File: config.mk
export PLATFORM = sky130hd
export DESIGN_NAME = relative_path_normalizer_top_flat
export DESIGN_NICKNAME = d
export VERILOG_FILES = /design/src/rtl/core/rpn_pkg.sv /design/src/rtl/core/rpn_if.sv /design/src/rtl/core/relative_path_normalizer_top.sv /design/src/rtl/core/rpn_ram.sv /design/src/rtl/core/rpn_ctrl.sv /design/src/rtl/core/rpn_datapath.sv /design/src/flat_wrapper.sv
export VERILOG_INCLUDE_DIRS = /design/src /design/src/rtl/core
export SDC_FILE = /design/constraint.sdc
export NUM_CORES = 1
export LEC_CHECK = 0
export BUFFER_PORTS_ARGS = -buffer_cell sky130_fd_sc_hd__buf_2
export CAP_MARGIN = 30
export CORE_UTILIZATION = 35
export DETAILED_ROUTE_END_ITERATION = 10
export PLACE_DENSITY = 0.59
export SKIP_CTS_REPAIR_TIMING = 1
export SYNTH_ARGS = -nofsm -noshare
export SYNTH_HDL_FRONTEND = slang
export SYNTH_SLANG_ARGS = --single-unit
export TNS_END_PERCENT = 100
File: constraint.sdc
create_clock -name clk -period 7.6 [get_ports clk]
set_input_delay 1.14 -clock clk [delete_from_list [all_inputs] [get_ports clk]]
set_output_delay 1.14 -clock clk [all_outputs]
set_load 0.01 [all_outputs]
File: src/rtl/core/relative_path_normalizer_top_macros.svh
// assertion macros for the relative path normalizer
// expects clk and rst_n in the scope of the module that uses them

`ifndef RELATIVE_PATH_NORMALIZER_TOP_MACROS_SVH
`define RELATIVE_PATH_NORMALIZER_TOP_MACROS_SVH

// checked on every edge outside reset
`define RPN_ASSERT(lbl, prop, msg) \
  lbl: assert property (@(posedge clk) disable iff (!rst_n) prop) else $error(msg);

// checked on every edge, reset included
`define RPN_ASSERT_ALWAYS(lbl, prop, msg) \
  lbl: assert property (@(posedge clk) prop) else $error(msg);

`endif

File: src/rtl/core/rpn_pkg.sv
// shared types and constants of the relative path normalizer
// no dependencies
`timescale 1ns / 1ps
`default_nettype none

package rpn_pkg;

  localparam int OUT_SIZE  = 64;
  localparam int SEG_DEPTH = 32;
  localparam int CH_W      = 8;
  localparam int CAP_W     = 7;
  localparam int LEN_W     = 7;
  localparam int CNT_W     = 6;
  localparam int POS_W     = 8;
  localparam int ST_AW     = $clog2(OUT_SIZE);
  localparam int SEG_AW    = $clog2(SEG_DEPTH);

  localparam logic [CH_W-1:0]  CH_DOT    = 8'h2E;
  localparam logic [CH_W-1:0]  CH_SLASH  = 8'h2F;
  localparam logic [CH_W-1:0]  CH_NUL    = 8'h00;
  localparam logic [CAP_W-1:0] CAP_RESET = 7'd64;
  localparam logic [CAP_W-1:0] CAP_MAX   = CAP_W'(OUT_SIZE);
  localparam logic [LEN_W-1:0] LEN_MAX   = '1;

  typedef enum logic [1:0] {
    DP_NONE,
    DP_ONE,
    DP_TWO,
    DP_OTHER
  } dot_t;

  typedef enum logic [2:0] {
    ST_IDLE,
    ST_END,
    ST_POP,
    ST_FIN,
    ST_RD,
    ST_LOAD
  } state_t;

  typedef struct packed {
    logic take_char;
    logic term_latch;
    logic seg_eval;
    logic pop_apply;
    logic single_load;
    logic emit_load;
    logic clear;
  } cmd_t;

  typedef struct packed {
    logic is_term;
    logic term_nul;
    logic seg_pop;
    logic single;
    logic out_free;
    logic emit_last;
  } sts_t;

endpackage

`default_nettype wire

File: src/rtl/core/rpn_if.sv
// valid/ready channel interfaces for input characters and result words
// depends on rpn_pkg
`timescale 1ns / 1ps
`default_nettype none

interface rpn_in_if;
  import rpn_pkg::*;
  logic            valid;
  logic            ready;
  logic [CH_W-1:0] ch;

  modport source (output valid, output ch, input ready);
  modport sink (input valid, input ch, output ready);
endinterface

interface rpn_out_if;
  import rpn_pkg::*;
  logic            valid;
  logic            ready;
  logic [CH_W-1:0] out_char;
  logic            ok;
  logic            last;

  modport source (output valid, output out_char, output ok, output last, input ready);
  modport sink (input valid, input out_char, input ok, input last, output ready);
endinterface

`default_nettype wire

File: src/rtl/core/relative_path_normalizer_top.sv
// top level of the relative path normalizer
// depends on rpn_pkg, rpn_if, rpn_ctrl and rpn_datapath
//
// in_chan takes one path character per word; a 0 character ends the path.
// out_chan returns the normalized path one character per word with ok set,
// last marking the final word; an empty path gives "." and a failed path a
// single word {0, ok 0, last 1}. cfg_we/cfg_wdata write the output capacity
// (reset value 64), to be changed only between paths.
// A plain character is taken in the idle state. A slash passes through the
// segment evaluation state, and the pop state when it closes a ".." segment
// (one read of the segment start stack). A terminator adds the finish state,
// then a path store read and an output register load per output character.
// Reset clears the path state and the output valid flag and restores the
// capacity; store contents are left as they are and never read unwritten.
// When out_chan stalls, the sequencer holds its place and stops taking new
// characters until the output register frees; the last word of a path may
// still wait in the register while the next path starts.
`timescale 1ns / 1ps
`default_nettype none

module relative_path_normalizer_top (
  input  logic                      clk,
  input  logic                      rst_n,
  input  logic                      cfg_we,
  input  logic [rpn_pkg::CAP_W-1:0] cfg_wdata,
  rpn_in_if.sink                    in_chan,
  rpn_out_if.source                 out_chan
);
  import rpn_pkg::*;

  cmd_t cmd;
  sts_t sts;
  logic in_ready;

  rpn_ctrl u_ctrl (
    .clk      (clk),
    .rst_n    (rst_n),
    .in_valid (in_chan.valid),
    .in_ready (in_ready),
    .sts_i    (sts),
    .cmd_o    (cmd)
  );

  rpn_datapath u_datapath (
    .clk       (clk),
    .rst_n     (rst_n),
    .cfg_we    (cfg_we),
    .cfg_wdata (cfg_wdata),
    .in_ch     (in_chan.ch),
    .cmd_i     (cmd),
    .sts_o     (sts),
    .out_ready (out_chan.ready),
    .out_valid (out_chan.valid),
    .out_char  (out_chan.out_char),
    .out_ok    (out_chan.ok),
    .out_last  (out_chan.last)
  );

  assign in_chan.ready = in_ready;

endmodule

`default_nettype wire

File: src/rtl/core/rpn_ram.sv
// generic single write port ram with registered read
// no dependencies
`timescale 1ns / 1ps
`default_nettype none

module rpn_ram #(
  parameter int W     = 8,
  parameter int DEPTH = 64
) (
  input  logic                     clk,
  input  logic                     we,
  input  logic [$clog2(DEPTH)-1:0] waddr,
  input  logic [W-1:0]             wdata,
  input  logic [$clog2(DEPTH)-1:0] raddr,
  output logic [W-1:0]             rdata
);

  logic [W-1:0] mem [DEPTH];

  always_ff @(posedge clk) begin
    if (we) begin
      mem[waddr] <= wdata;
    end
    rdata <= mem[raddr];
  end

endmodule

`default_nettype wire

File: src/rtl/core/rpn_ctrl.sv
// sequencer of the relative path normalizer
// depends on rpn_pkg; drives commands into rpn_datapath
`timescale 1ns / 1ps
`default_nettype none

module rpn_ctrl (
  input  logic          clk,
  input  logic          rst_n,
  input  logic          in_valid,
  output logic          in_ready,
  input  rpn_pkg::sts_t sts_i,
  output rpn_pkg::cmd_t cmd_o
);
  import rpn_pkg::*;

  state_t state_r;
  state_t state_nxt;

  always_ff @(posedge clk) begin
    if (!rst_n) begin
      state_r <= ST_IDLE;
    end else begin
      state_r <= state_nxt;
    end
  end

  always_comb begin
    state_nxt = state_r;
    case (state_r)
      ST_IDLE: begin
        if (in_valid && sts_i.is_term) begin
          state_nxt = ST_END;
        end
      end
      ST_END: begin
        if (sts_i.seg_pop) begin
          state_nxt = ST_POP;
        end else if (sts_i.term_nul) begin
          state_nxt = ST_FIN;
        end else begin
          state_nxt = ST_IDLE;
        end
      end
      ST_POP: begin
        state_nxt = sts_i.term_nul ? ST_FIN : ST_IDLE;
      end
      ST_FIN: begin
        if (!sts_i.single) begin
          state_nxt = ST_RD;
        end else if (sts_i.out_free) begin
          state_nxt = ST_IDLE;
        end
      end
      ST_RD: begin
        state_nxt = ST_LOAD;
      end
      ST_LOAD: begin
        if (sts_i.out_free) begin
          state_nxt = sts_i.emit_last ? ST_IDLE : ST_RD;
        end
      end
      default: begin
        state_nxt = ST_IDLE;
      end
    endcase
  end

  always_comb begin
    cmd_o    = '0;
    in_ready = 1'b0;
    case (state_r)
      ST_IDLE: begin
        in_ready = 1'b1;
        if (in_valid) begin
          cmd_o.take_char  = !sts_i.is_term;
          cmd_o.term_latch = sts_i.is_term;
        end
      end
      ST_END: begin
        cmd_o.seg_eval = 1'b1;
      end
      ST_POP: begin
        cmd_o.pop_apply = 1'b1;
      end
      ST_FIN: begin
        if (sts_i.single && sts_i.out_free) begin
          cmd_o.single_load = 1'b1;
          cmd_o.clear       = 1'b1;
        end
      end
      ST_RD: begin
        cmd_o = '0;
      end
      ST_LOAD: begin
        if (sts_i.out_free) begin
          cmd_o.emit_load = 1'b1;
          cmd_o.clear     = sts_i.emit_last;
        end
      end
      default: begin
        cmd_o = '0;
      end
    endcase
  end

endmodule

`default_nettype wire

File: src/rtl/core/rpn_datapath.sv
// path state, segment stack, stores and output register of the normalizer
// depends on rpn_pkg, rpn_ram and the assertion macro header
`timescale 1ns / 1ps
`default_nettype none
`include "relative_path_normalizer_top_macros.svh"

module rpn_datapath (
  input  logic                      clk,
  input  logic                      rst_n,
  input  logic                      cfg_we,
  input  logic [rpn_pkg::CAP_W-1:0] cfg_wdata,
  input  logic [rpn_pkg::CH_W-1:0]  in_ch,
  input  rpn_pkg::cmd_t             cmd_i,
  output rpn_pkg::sts_t             sts_o,
  input  logic                      out_ready,
  output logic                      out_valid,
  output logic [rpn_pkg::CH_W-1:0]  out_char,
  output logic                      out_ok,
  output logic                      out_last
);
  import rpn_pkg::*;

  logic [CAP_W-1:0] cap_r, cap_nxt;
  logic [LEN_W-1:0] kept_r, kept_nxt;
  logic [CNT_W-1:0] seg_cnt_r, seg_cnt_nxt;
  logic [LEN_W-1:0] cur_len_r, cur_len_nxt;
  dot_t             dp_r, dp_nxt;
  logic             failed_r, failed_nxt;
  logic             nul_r, nul_nxt;
  logic [ST_AW-1:0] idx_r, idx_nxt;
  logic             out_valid_r, out_valid_nxt;
  logic [CH_W-1:0]  out_char_r, out_char_nxt;
  logic             out_ok_r, out_ok_nxt;
  logic             out_last_r, out_last_nxt;

  logic [CAP_W-1:0] eff_cap;
  logic             sep;
  logic [POS_W-1:0] char_pos;
  logic [POS_W-1:0] need;
  logic [LEN_W-1:0] seg_start;
  logic [CNT_W-1:0] seg_top;
  logic             seg_empty, seg_dot1, seg_dot2, seg_fits, do_append;
  logic             fin_fail, emit_last, out_free;

  logic             st_we;
  logic [ST_AW-1:0] st_waddr;
  logic [CH_W-1:0]  st_wdata;
  logic [CH_W-1:0]  st_rdata;
  logic [LEN_W-1:0] seg_rdata;

  assign eff_cap   = (cap_r > CAP_MAX) ? CAP_MAX : cap_r;
  assign sep       = (kept_r != '0);
  assign char_pos  = POS_W'(kept_r) + POS_W'(sep) + POS_W'(cur_len_r);
  assign need      = char_pos + POS_W'(1);
  assign seg_start = kept_r + LEN_W'(sep);
  assign seg_top   = seg_cnt_r - CNT_W'(1);

  assign seg_empty = (cur_len_r == '0) || failed_r;
  assign seg_dot1  = (cur_len_r == LEN_W'(1)) && (dp_r == DP_ONE);
  assign seg_dot2  = (cur_len_r == LEN_W'(2)) && (dp_r == DP_TWO);
  assign seg_fits  = (need <= POS_W'(eff_cap)) && (seg_cnt_r < CNT_W'(SEG_DEPTH));
  assign do_append = cmd_i.seg_eval && !seg_empty && !seg_dot1 && !seg_dot2 && seg_fits;

  assign fin_fail  = failed_r || (eff_cap == '0) || ((kept_r == '0) && (eff_cap < CAP_W'(2)));
  assign emit_last = ((LEN_W'(idx_r) + LEN_W'(1)) == kept_r);
  assign out_free  = !out_valid_r || out_ready;

  assign sts_o.is_term   = (in_ch == CH_SLASH) || (in_ch == CH_NUL);
  assign sts_o.term_nul  = nul_r;
  assign sts_o.seg_pop   = !failed_r && seg_dot2 && (seg_cnt_r != '0);
  assign sts_o.single    = fin_fail || (kept_r == '0);
  assign sts_o.out_free  = out_free;
  assign sts_o.emit_last = emit_last;

  // path text store
  assign st_we = (cmd_i.take_char && !failed_r && (char_pos < POS_W'(OUT_SIZE)))
               || (do_append && sep && (kept_r < LEN_W'(OUT_SIZE)));
  assign st_waddr = cmd_i.take_char ? char_pos[ST_AW-1:0] : kept_r[ST_AW-1:0];
  assign st_wdata = cmd_i.take_char ? in_ch : CH_SLASH;

  rpn_ram #(
    .W     (CH_W),
    .DEPTH (OUT_SIZE)
  ) u_path_store (
    .clk   (clk),
    .we    (st_we),
    .waddr (st_waddr),
    .wdata (st_wdata),
    .raddr (idx_r),
    .rdata (st_rdata)
  );

  // segment start stack
  rpn_ram #(
    .W     (LEN_W),
    .DEPTH (SEG_DEPTH)
  ) u_seg_starts (
    .clk   (clk),
    .we    (do_append),
    .waddr (seg_cnt_r[SEG_AW-1:0]),
    .wdata (seg_start),
    .raddr (seg_top[SEG_AW-1:0]),
    .rdata (seg_rdata)
  );

  always_comb begin
    cap_nxt     = cap_r;
    kept_nxt    = kept_r;
    seg_cnt_nxt = seg_cnt_r;
    cur_len_nxt = cur_len_r;
    dp_nxt      = dp_r;
    failed_nxt  = failed_r;
    nul_nxt     = nul_r;
    idx_nxt     = idx_r;

    if (cfg_we) begin
      cap_nxt = cfg_wdata;
    end

    if (cmd_i.take_char && !failed_r) begin
      if (cur_len_r != LEN_MAX) begin
        cur_len_nxt = cur_len_r + LEN_W'(1);
      end
      if (in_ch == CH_DOT) begin
        case (dp_r)
          DP_NONE: dp_nxt = DP_ONE;
          DP_ONE:  dp_nxt = DP_TWO;
          default: dp_nxt = DP_OTHER;
        endcase
      end else begin
        dp_nxt = DP_OTHER;
      end
    end

    if (cmd_i.term_latch) begin
      nul_nxt = (in_ch == CH_NUL);
    end

    if (cmd_i.seg_eval) begin
      cur_len_nxt = '0;
      dp_nxt      = DP_NONE;
      if (!seg_empty && !seg_dot1) begin
        if (seg_dot2) begin
          if (seg_cnt_r == '0) begin
            failed_nxt = 1'b1;
          end else begin
            seg_cnt_nxt = seg_top;
          end
        end else if (!seg_fits) begin
          failed_nxt = 1'b1;
        end else begin
          seg_cnt_nxt = seg_cnt_r + CNT_W'(1);
          kept_nxt    = seg_start + cur_len_r;
        end
      end
    end

    if (cmd_i.pop_apply) begin
      kept_nxt = (seg_rdata != '0) ? seg_rdata - LEN_W'(1) : '0;
    end

    if (cmd_i.emit_load) begin
      idx_nxt = idx_r + ST_AW'(1);
    end

    if (cmd_i.clear) begin
      kept_nxt    = '0;
      seg_cnt_nxt = '0;
      cur_len_nxt = '0;
      dp_nxt      = DP_NONE;
      failed_nxt  = 1'b0;
      nul_nxt     = 1'b0;
      idx_nxt     = '0;
    end
  end

  always_comb begin
    out_valid_nxt = out_valid_r;
    out_char_nxt  = out_char_r;
    out_ok_nxt    = out_ok_r;
    out_last_nxt  = out_last_r;
    if (cmd_i.single_load) begin
      out_valid_nxt = 1'b1;
      out_char_nxt  = fin_fail ? CH_NUL : CH_DOT;
      out_ok_nxt    = !fin_fail;
      out_last_nxt  = 1'b1;
    end else if (cmd_i.emit_load) begin
      out_valid_nxt = 1'b1;
      out_char_nxt  = st_rdata;
      out_ok_nxt    = 1'b1;
      out_last_nxt  = emit_last;
    end else if (out_ready) begin
      out_valid_nxt = 1'b0;
    end
  end

  always_ff @(posedge clk) begin
    if (!rst_n) begin
      cap_r       <= CAP_RESET;
      kept_r      <= '0;
      seg_cnt_r   <= '0;
      cur_len_r   <= '0;
      dp_r        <= DP_NONE;
      failed_r    <= 1'b0;
      nul_r       <= 1'b0;
      idx_r       <= '0;
      out_valid_r <= 1'b0;
    end else begin
      cap_r       <= cap_nxt;
      kept_r      <= kept_nxt;
      seg_cnt_r   <= seg_cnt_nxt;
      cur_len_r   <= cur_len_nxt;
      dp_r        <= dp_nxt;
      failed_r    <= failed_nxt;
      nul_r       <= nul_nxt;
      idx_r       <= idx_nxt;
      out_valid_r <= out_valid_nxt;
    end
  end

  always_ff @(posedge clk) begin
    out_char_r <= out_char_nxt;
    out_ok_r   <= out_ok_nxt;
    out_last_r <= out_last_nxt;
  end

  assign out_valid = out_valid_r;
  assign out_char  = out_char_r;
  assign out_ok    = out_ok_r;
  assign out_last  = out_last_r;

  `RPN_ASSERT(a_clear_empties, cmd_i.clear |=> (kept_r == '0 && seg_cnt_r == '0 && !failed_r), "path state not cleared after final word")
  `RPN_ASSERT(a_load_when_free, (cmd_i.single_load || cmd_i.emit_load) |-> out_free, "result loaded over a word not yet taken")
  `RPN_ASSERT(a_pop_follows_eval, cmd_i.pop_apply |-> $past(cmd_i.seg_eval), "segment pop applied without a stack read")

endmodule

`default_nettype wire
File: src/flat_wrapper.sv
// flat-port wrapper written by rule: the top's interface ports become plain ports
module relative_path_normalizer_top_flat import rpn_pkg::*;
  (clk, rst_n, cfg_we, cfg_wdata, in_chan_valid, in_chan_ch, in_chan_ready, out_chan_valid, out_chan_out_char, out_chan_ok, out_chan_last, out_chan_ready);
  rpn_in_if in_chan_i ();
  rpn_out_if out_chan_i ();
  input  logic clk;
  input  logic rst_n;
  input  logic cfg_we;
  input  logic [rpn_pkg::CAP_W-1:0] cfg_wdata;
  input wire logic [$bits(in_chan_i.valid)-1:0] in_chan_valid;
  input wire logic [$bits(in_chan_i.ch)-1:0] in_chan_ch;
  output wire logic [$bits(in_chan_i.ready)-1:0] in_chan_ready;
  output wire logic [$bits(out_chan_i.valid)-1:0] out_chan_valid;
  output wire logic [$bits(out_chan_i.out_char)-1:0] out_chan_out_char;
  output wire logic [$bits(out_chan_i.ok)-1:0] out_chan_ok;
  output wire logic [$bits(out_chan_i.last)-1:0] out_chan_last;
  input wire logic [$bits(out_chan_i.ready)-1:0] out_chan_ready;
  assign in_chan_i.valid = in_chan_valid;
  assign in_chan_i.ch = in_chan_ch;
  assign in_chan_ready = in_chan_i.ready;
  assign out_chan_valid = out_chan_i.valid;
  assign out_chan_out_char = out_chan_i.out_char;
  assign out_chan_ok = out_chan_i.ok;
  assign out_chan_last = out_chan_i.last;
  assign out_chan_i.ready = out_chan_ready;
  relative_path_normalizer_top u_core (.clk(clk), .rst_n(rst_n), .cfg_we(cfg_we), .cfg_wdata(cfg_wdata), .in_chan(in_chan_i), .out_chan(out_chan_i));
endmodule
==> reports/metrics.yaml <==
outcome: "finished clean"
drv_slew: 0
crit_start: "u_core.u_datapath.kept_r[1]"
syn_inst: 1739
layout_commonest_cell: "edfxtp_1"
yosysWarnings: 0
num_vias: 17455
io_pins: 32
fp-row-count: 112
clkSlewWorstSetupHoldPaths_ns: 0.06
initial_utilization_pct: 35.5
grt_pass1_vias: 17385
crit_type: "register to register"
fillers: 8369
maxCapViolCount: 0
synthAdderAreaFrac_pct: 1.42
via_per_inst: 5.56
ys.flop_type: "edfxtp_1"
tightest_slew_ns: 1.09
cp_num_cells: 22
wire_per_inst_microns: 26.9
clock_latency_ns: 0.66
final_nets: 1881
antenna_found_initial: 6
synth_top_family_by_area: "multiplexers"
numCtsBuffers: 79
r2r_start: "u_core.u_datapath.kept_r[1]"
r2r_slack_ns: 0.98
grt_max_degree: 69
cts-root-buf: "clkbuf_16"
final_layout_size_suffix_gt1_share_pct: 26.8
antenna_left: 0
fp.dieH_microns: 310
power.leakage_nw: 11.9
tritoncts: "built"
globalRouteOverflowTotal: 0
grt_pass1_wl_microns: 124000
cp_max_fo: 51
clockBufferDepth: 3
slew_headroom_pct: 27.0
setup_tns_ns: 0
cpMostUsedCell: "inv_1"
reg2regPathDepth: 22
min_period_ns: 6.62
critical_path.top_delay_family: "simple AND/OR/NAND/NOR gates"
power_density_nw_per_um2: 236
crit_arrival_ns: 6.87
synth_edf_count: 745
hpwl_microns: 55600
cp.buffers_inverters: 5
synthMuxAreaShare_pct: 16.8
max_stage_delay_ns: 0.90
synth_xor_area_share_pct: 1.16
r2r_end: "u_core.u_datapath.u_path_store.mem[53][7]"
drc: 0
required_ns: 7.85
finalWirelength_microns: 84700
cp-end-kind: "register"
rsz0062_at_grt: "no"
ys_seq_area_share_pct: 70.8
final_cell_mix: "edfxtp_1, mux4_2, nor3_1, clkbuf_16, nand3_1"
crit_chain: "inv_1 -> ha_1 -> nor4b_1 -> nand2_1 -> inv_1 -> fa_1 -> inv_1 -> fa_1 -> a211oi_2 -> nor2_1 -> xnor2_1 -> nor3_1 -> xnor2_1 -> ha_1 -> a21oi_1 -> nor2b_1 -> o32ai_1 -> and3_1 -> a31oi_4 -> buf_4 -> buf_16 -> nor3_1"
cts.sinks: 802
setup_viol: 0
fmax_ghz: 0.151
postLayoutSetupSlackWorst_ns: 0.981
ys_ff_latch: 802
drt_first_pass_iters: 6
dieArea_sq_um: 96100
drt_iter0_drc: 2079
coreArea_sq_um: 93600
cp-start-kind: "register"
synth-compound-area-share_pct: 2.49
hold_viol: 0
fin_util_pct: 40.4
postSynthAreaPerCell_sq_um: 19.1
syn-cell-area_sq_um: 33200
synth-simple-area-share_pct: 5.69
crit_end: "u_core.u_datapath.u_path_store.mem[53][7]"
post-route-period-util_pct: 87.1
yosysUniqueCellTypes: 72
min_path_type: "register to register"
buffer_ports.inserted: 31
postSynth.asyncResetShare_pct: 0
htreeDepth: 3
skew_ns: 0.0505
syn_nets: 1795
crit_path_top_delay_cell: "nor3_1"
area_growth_pct: 14.0
irDropWorstVdd_mv: 0.186
dieWidth_microns: 310
grt_usage_pct: 17.9
place_ws_ns: 0.962
p_total_mw: 8.93
gp_congestion: 0.873
==> layout make-up <==
| class | count | area [sq um] | share of cell area (%) |
|---|---|---|---|
| Timing Repair Buffer | 101 | 801 | 2.12 |
| Clock buffer | 90 | 2030 | 5.36 |
| Sequential cell | 802 | 23500 | 62.2 |
| Antenna cell | 1 | 2.50 | 0.00661 |
| Clock inverter | 53 | 568 | 1.50 |
| Multi-Input combinational cell | 817 | 9250 | 24.4 |
| Tap cell | 1254 | 1570 | 4.15 |
| Inverter | 24 | 90.1 | 0.238 |
==> cells in the mapped netlist, types with 3 or more instances <==
cell type / n / area (sq um)
edfxtp_1: 745 / 22400
mux4_2: 238 / 5360
nor3_1: 86 / 430
nand3_1: 59 / 295
dfxtp_1: 57 / 1140
nor2_1: 56 / 210
clkbuf_1: 47 / 176
nand2_1: 46 / 173
and3_1: 43 / 269
ha_1: 33 / 413
a21oi_1: 28 / 140
buf_2: 23 / 115
inv_1: 23 / 86.3
xnor2_1: 22 / 193
xor2_1: 20 / 175
buf_1: 14 / 52.6
nor2b_1: 14 / 87.6
nand4_1: 13 / 81.3
o21ai_0: 12 / 60.1
o31ai_1: 11 / 82.6
mux2_2: 10 / 113
mux2i_1: 10 / 100
nand2b_1: 10 / 62.6
a21o_1: 9 / 67.6
or3_1: 8 / 50.1
buf_6: 6 / 67.6
or4_1: 6 / 45.0
and2_1: 5 / 31.3
a31oi_1: 4 / 25.0
nor4_1: 4 / 25.0
o21bai_1: 4 / 30.0
o41ai_1: 4 / 35.0
a211o_1: 3 / 26.3
a211oi_1: 3 / 22.5
a22oi_1: 3 / 22.5
and3b_1: 3 / 26.3
buf_4: 3 / 22.5
clkbuf_2: 3 / 15.0
fa_1: 3 / 60.1
nor3b_1: 3 / 22.5
o211ai_1: 3 / 22.5
o21a_1: 3 / 22.5
o221ai_1: 3 / 26.3
o22ai_1: 3 / 18.8
==> power breakdown <==
group	internal (mW)	total, mW	switching, mW
Clock	2.24	3.92	1.67
Sequential	4.81	4.82	0.00872
Combinational	0.0478	0.188	0.140
Total	7.10	8.93	1.82
==> layer usage <==
layer | GRT usage, % | share of wire [%]
met2 | 27.4 | 46
met1 | 26.2 | 44
met3 | 3.73 | 8.1
met4 | 4.27 | 1.8
met5 | 0 | 0
==> sequential cells by signal (all words and copies together) (netlist names) <==
name                                  count
u_core.u_datapath.cur_len_r               7
u_core.u_datapath.seg_cnt_r               6
u_core.u_datapath.u_path_store.rdata      8
u_core.u_ctrl.state_r                     3
u_core.u_datapath.failed_r                1
u_core.u_datapath.u_seg_starts.mem      224
u_core.u_datapath.out_valid               1
u_core.u_datapath.kept_r                  7
u_core.u_datapath.out_ok                  1
u_core.u_datapath.out_char                8
u_core.u_datapath.cap_r                   7
u_core.u_datapath.out_last                1
u_core.u_datapath.u_path_store.mem      512
u_core.u_datapath.u_seg_starts.rdata      7
u_core.u_datapath.idx_r                   6
u_core.u_datapath.dp_r                    2
u_core.u_datapath.nul_r                   1
==> cell families (layout without fill, tap and decap cells) <==
group           Yosys count  after routing
mux                     258            258
buf+inv                 120            268
xor+xnor                 43             43
compound gates          116            116
fa+ha+maj                36             36
flops                   802            802
other cells               0              1
simple gates            364            364
==> through the flow <==
step,instance area [sq um],hold slack (ns),std cells
floorplan,33200,0.452,1739
global placement,34800,0.485,2960
detailed placement,35000,0.480,2969
CTS,37600,0.504,3112
global route,37800,0.529,3141
finish,37800,0.503,3142
==> how the worst min path moves through the flow <==
stage / end / cells after the start / slack [ns] / start
after floorplan: u_core.u_datapath.nul_r / 2 / 0.45 / u_core.u_datapath.nul_r
after global placement: u_core.u_datapath.out_last / 1 / 0.49 / u_core.u_datapath.out_last
after detailed placement: u_core.u_datapath.out_last / 1 / 0.48 / u_core.u_datapath.out_last
after CTS: u_core.u_datapath.seg_cnt_r[5] / 2 / 0.50 / u_core.u_datapath.seg_cnt_r[5]
after global routing: u_core.u_datapath.seg_cnt_r[5] / 2 / 0.53 / u_core.u_datapath.seg_cnt_r[5]
final: u_core.u_datapath.out_char[1] / 1 / 0.50 / u_core.u_datapath.u_path_store.rdata[1]
Note: power is estimated with default switching activity, not from simulation.
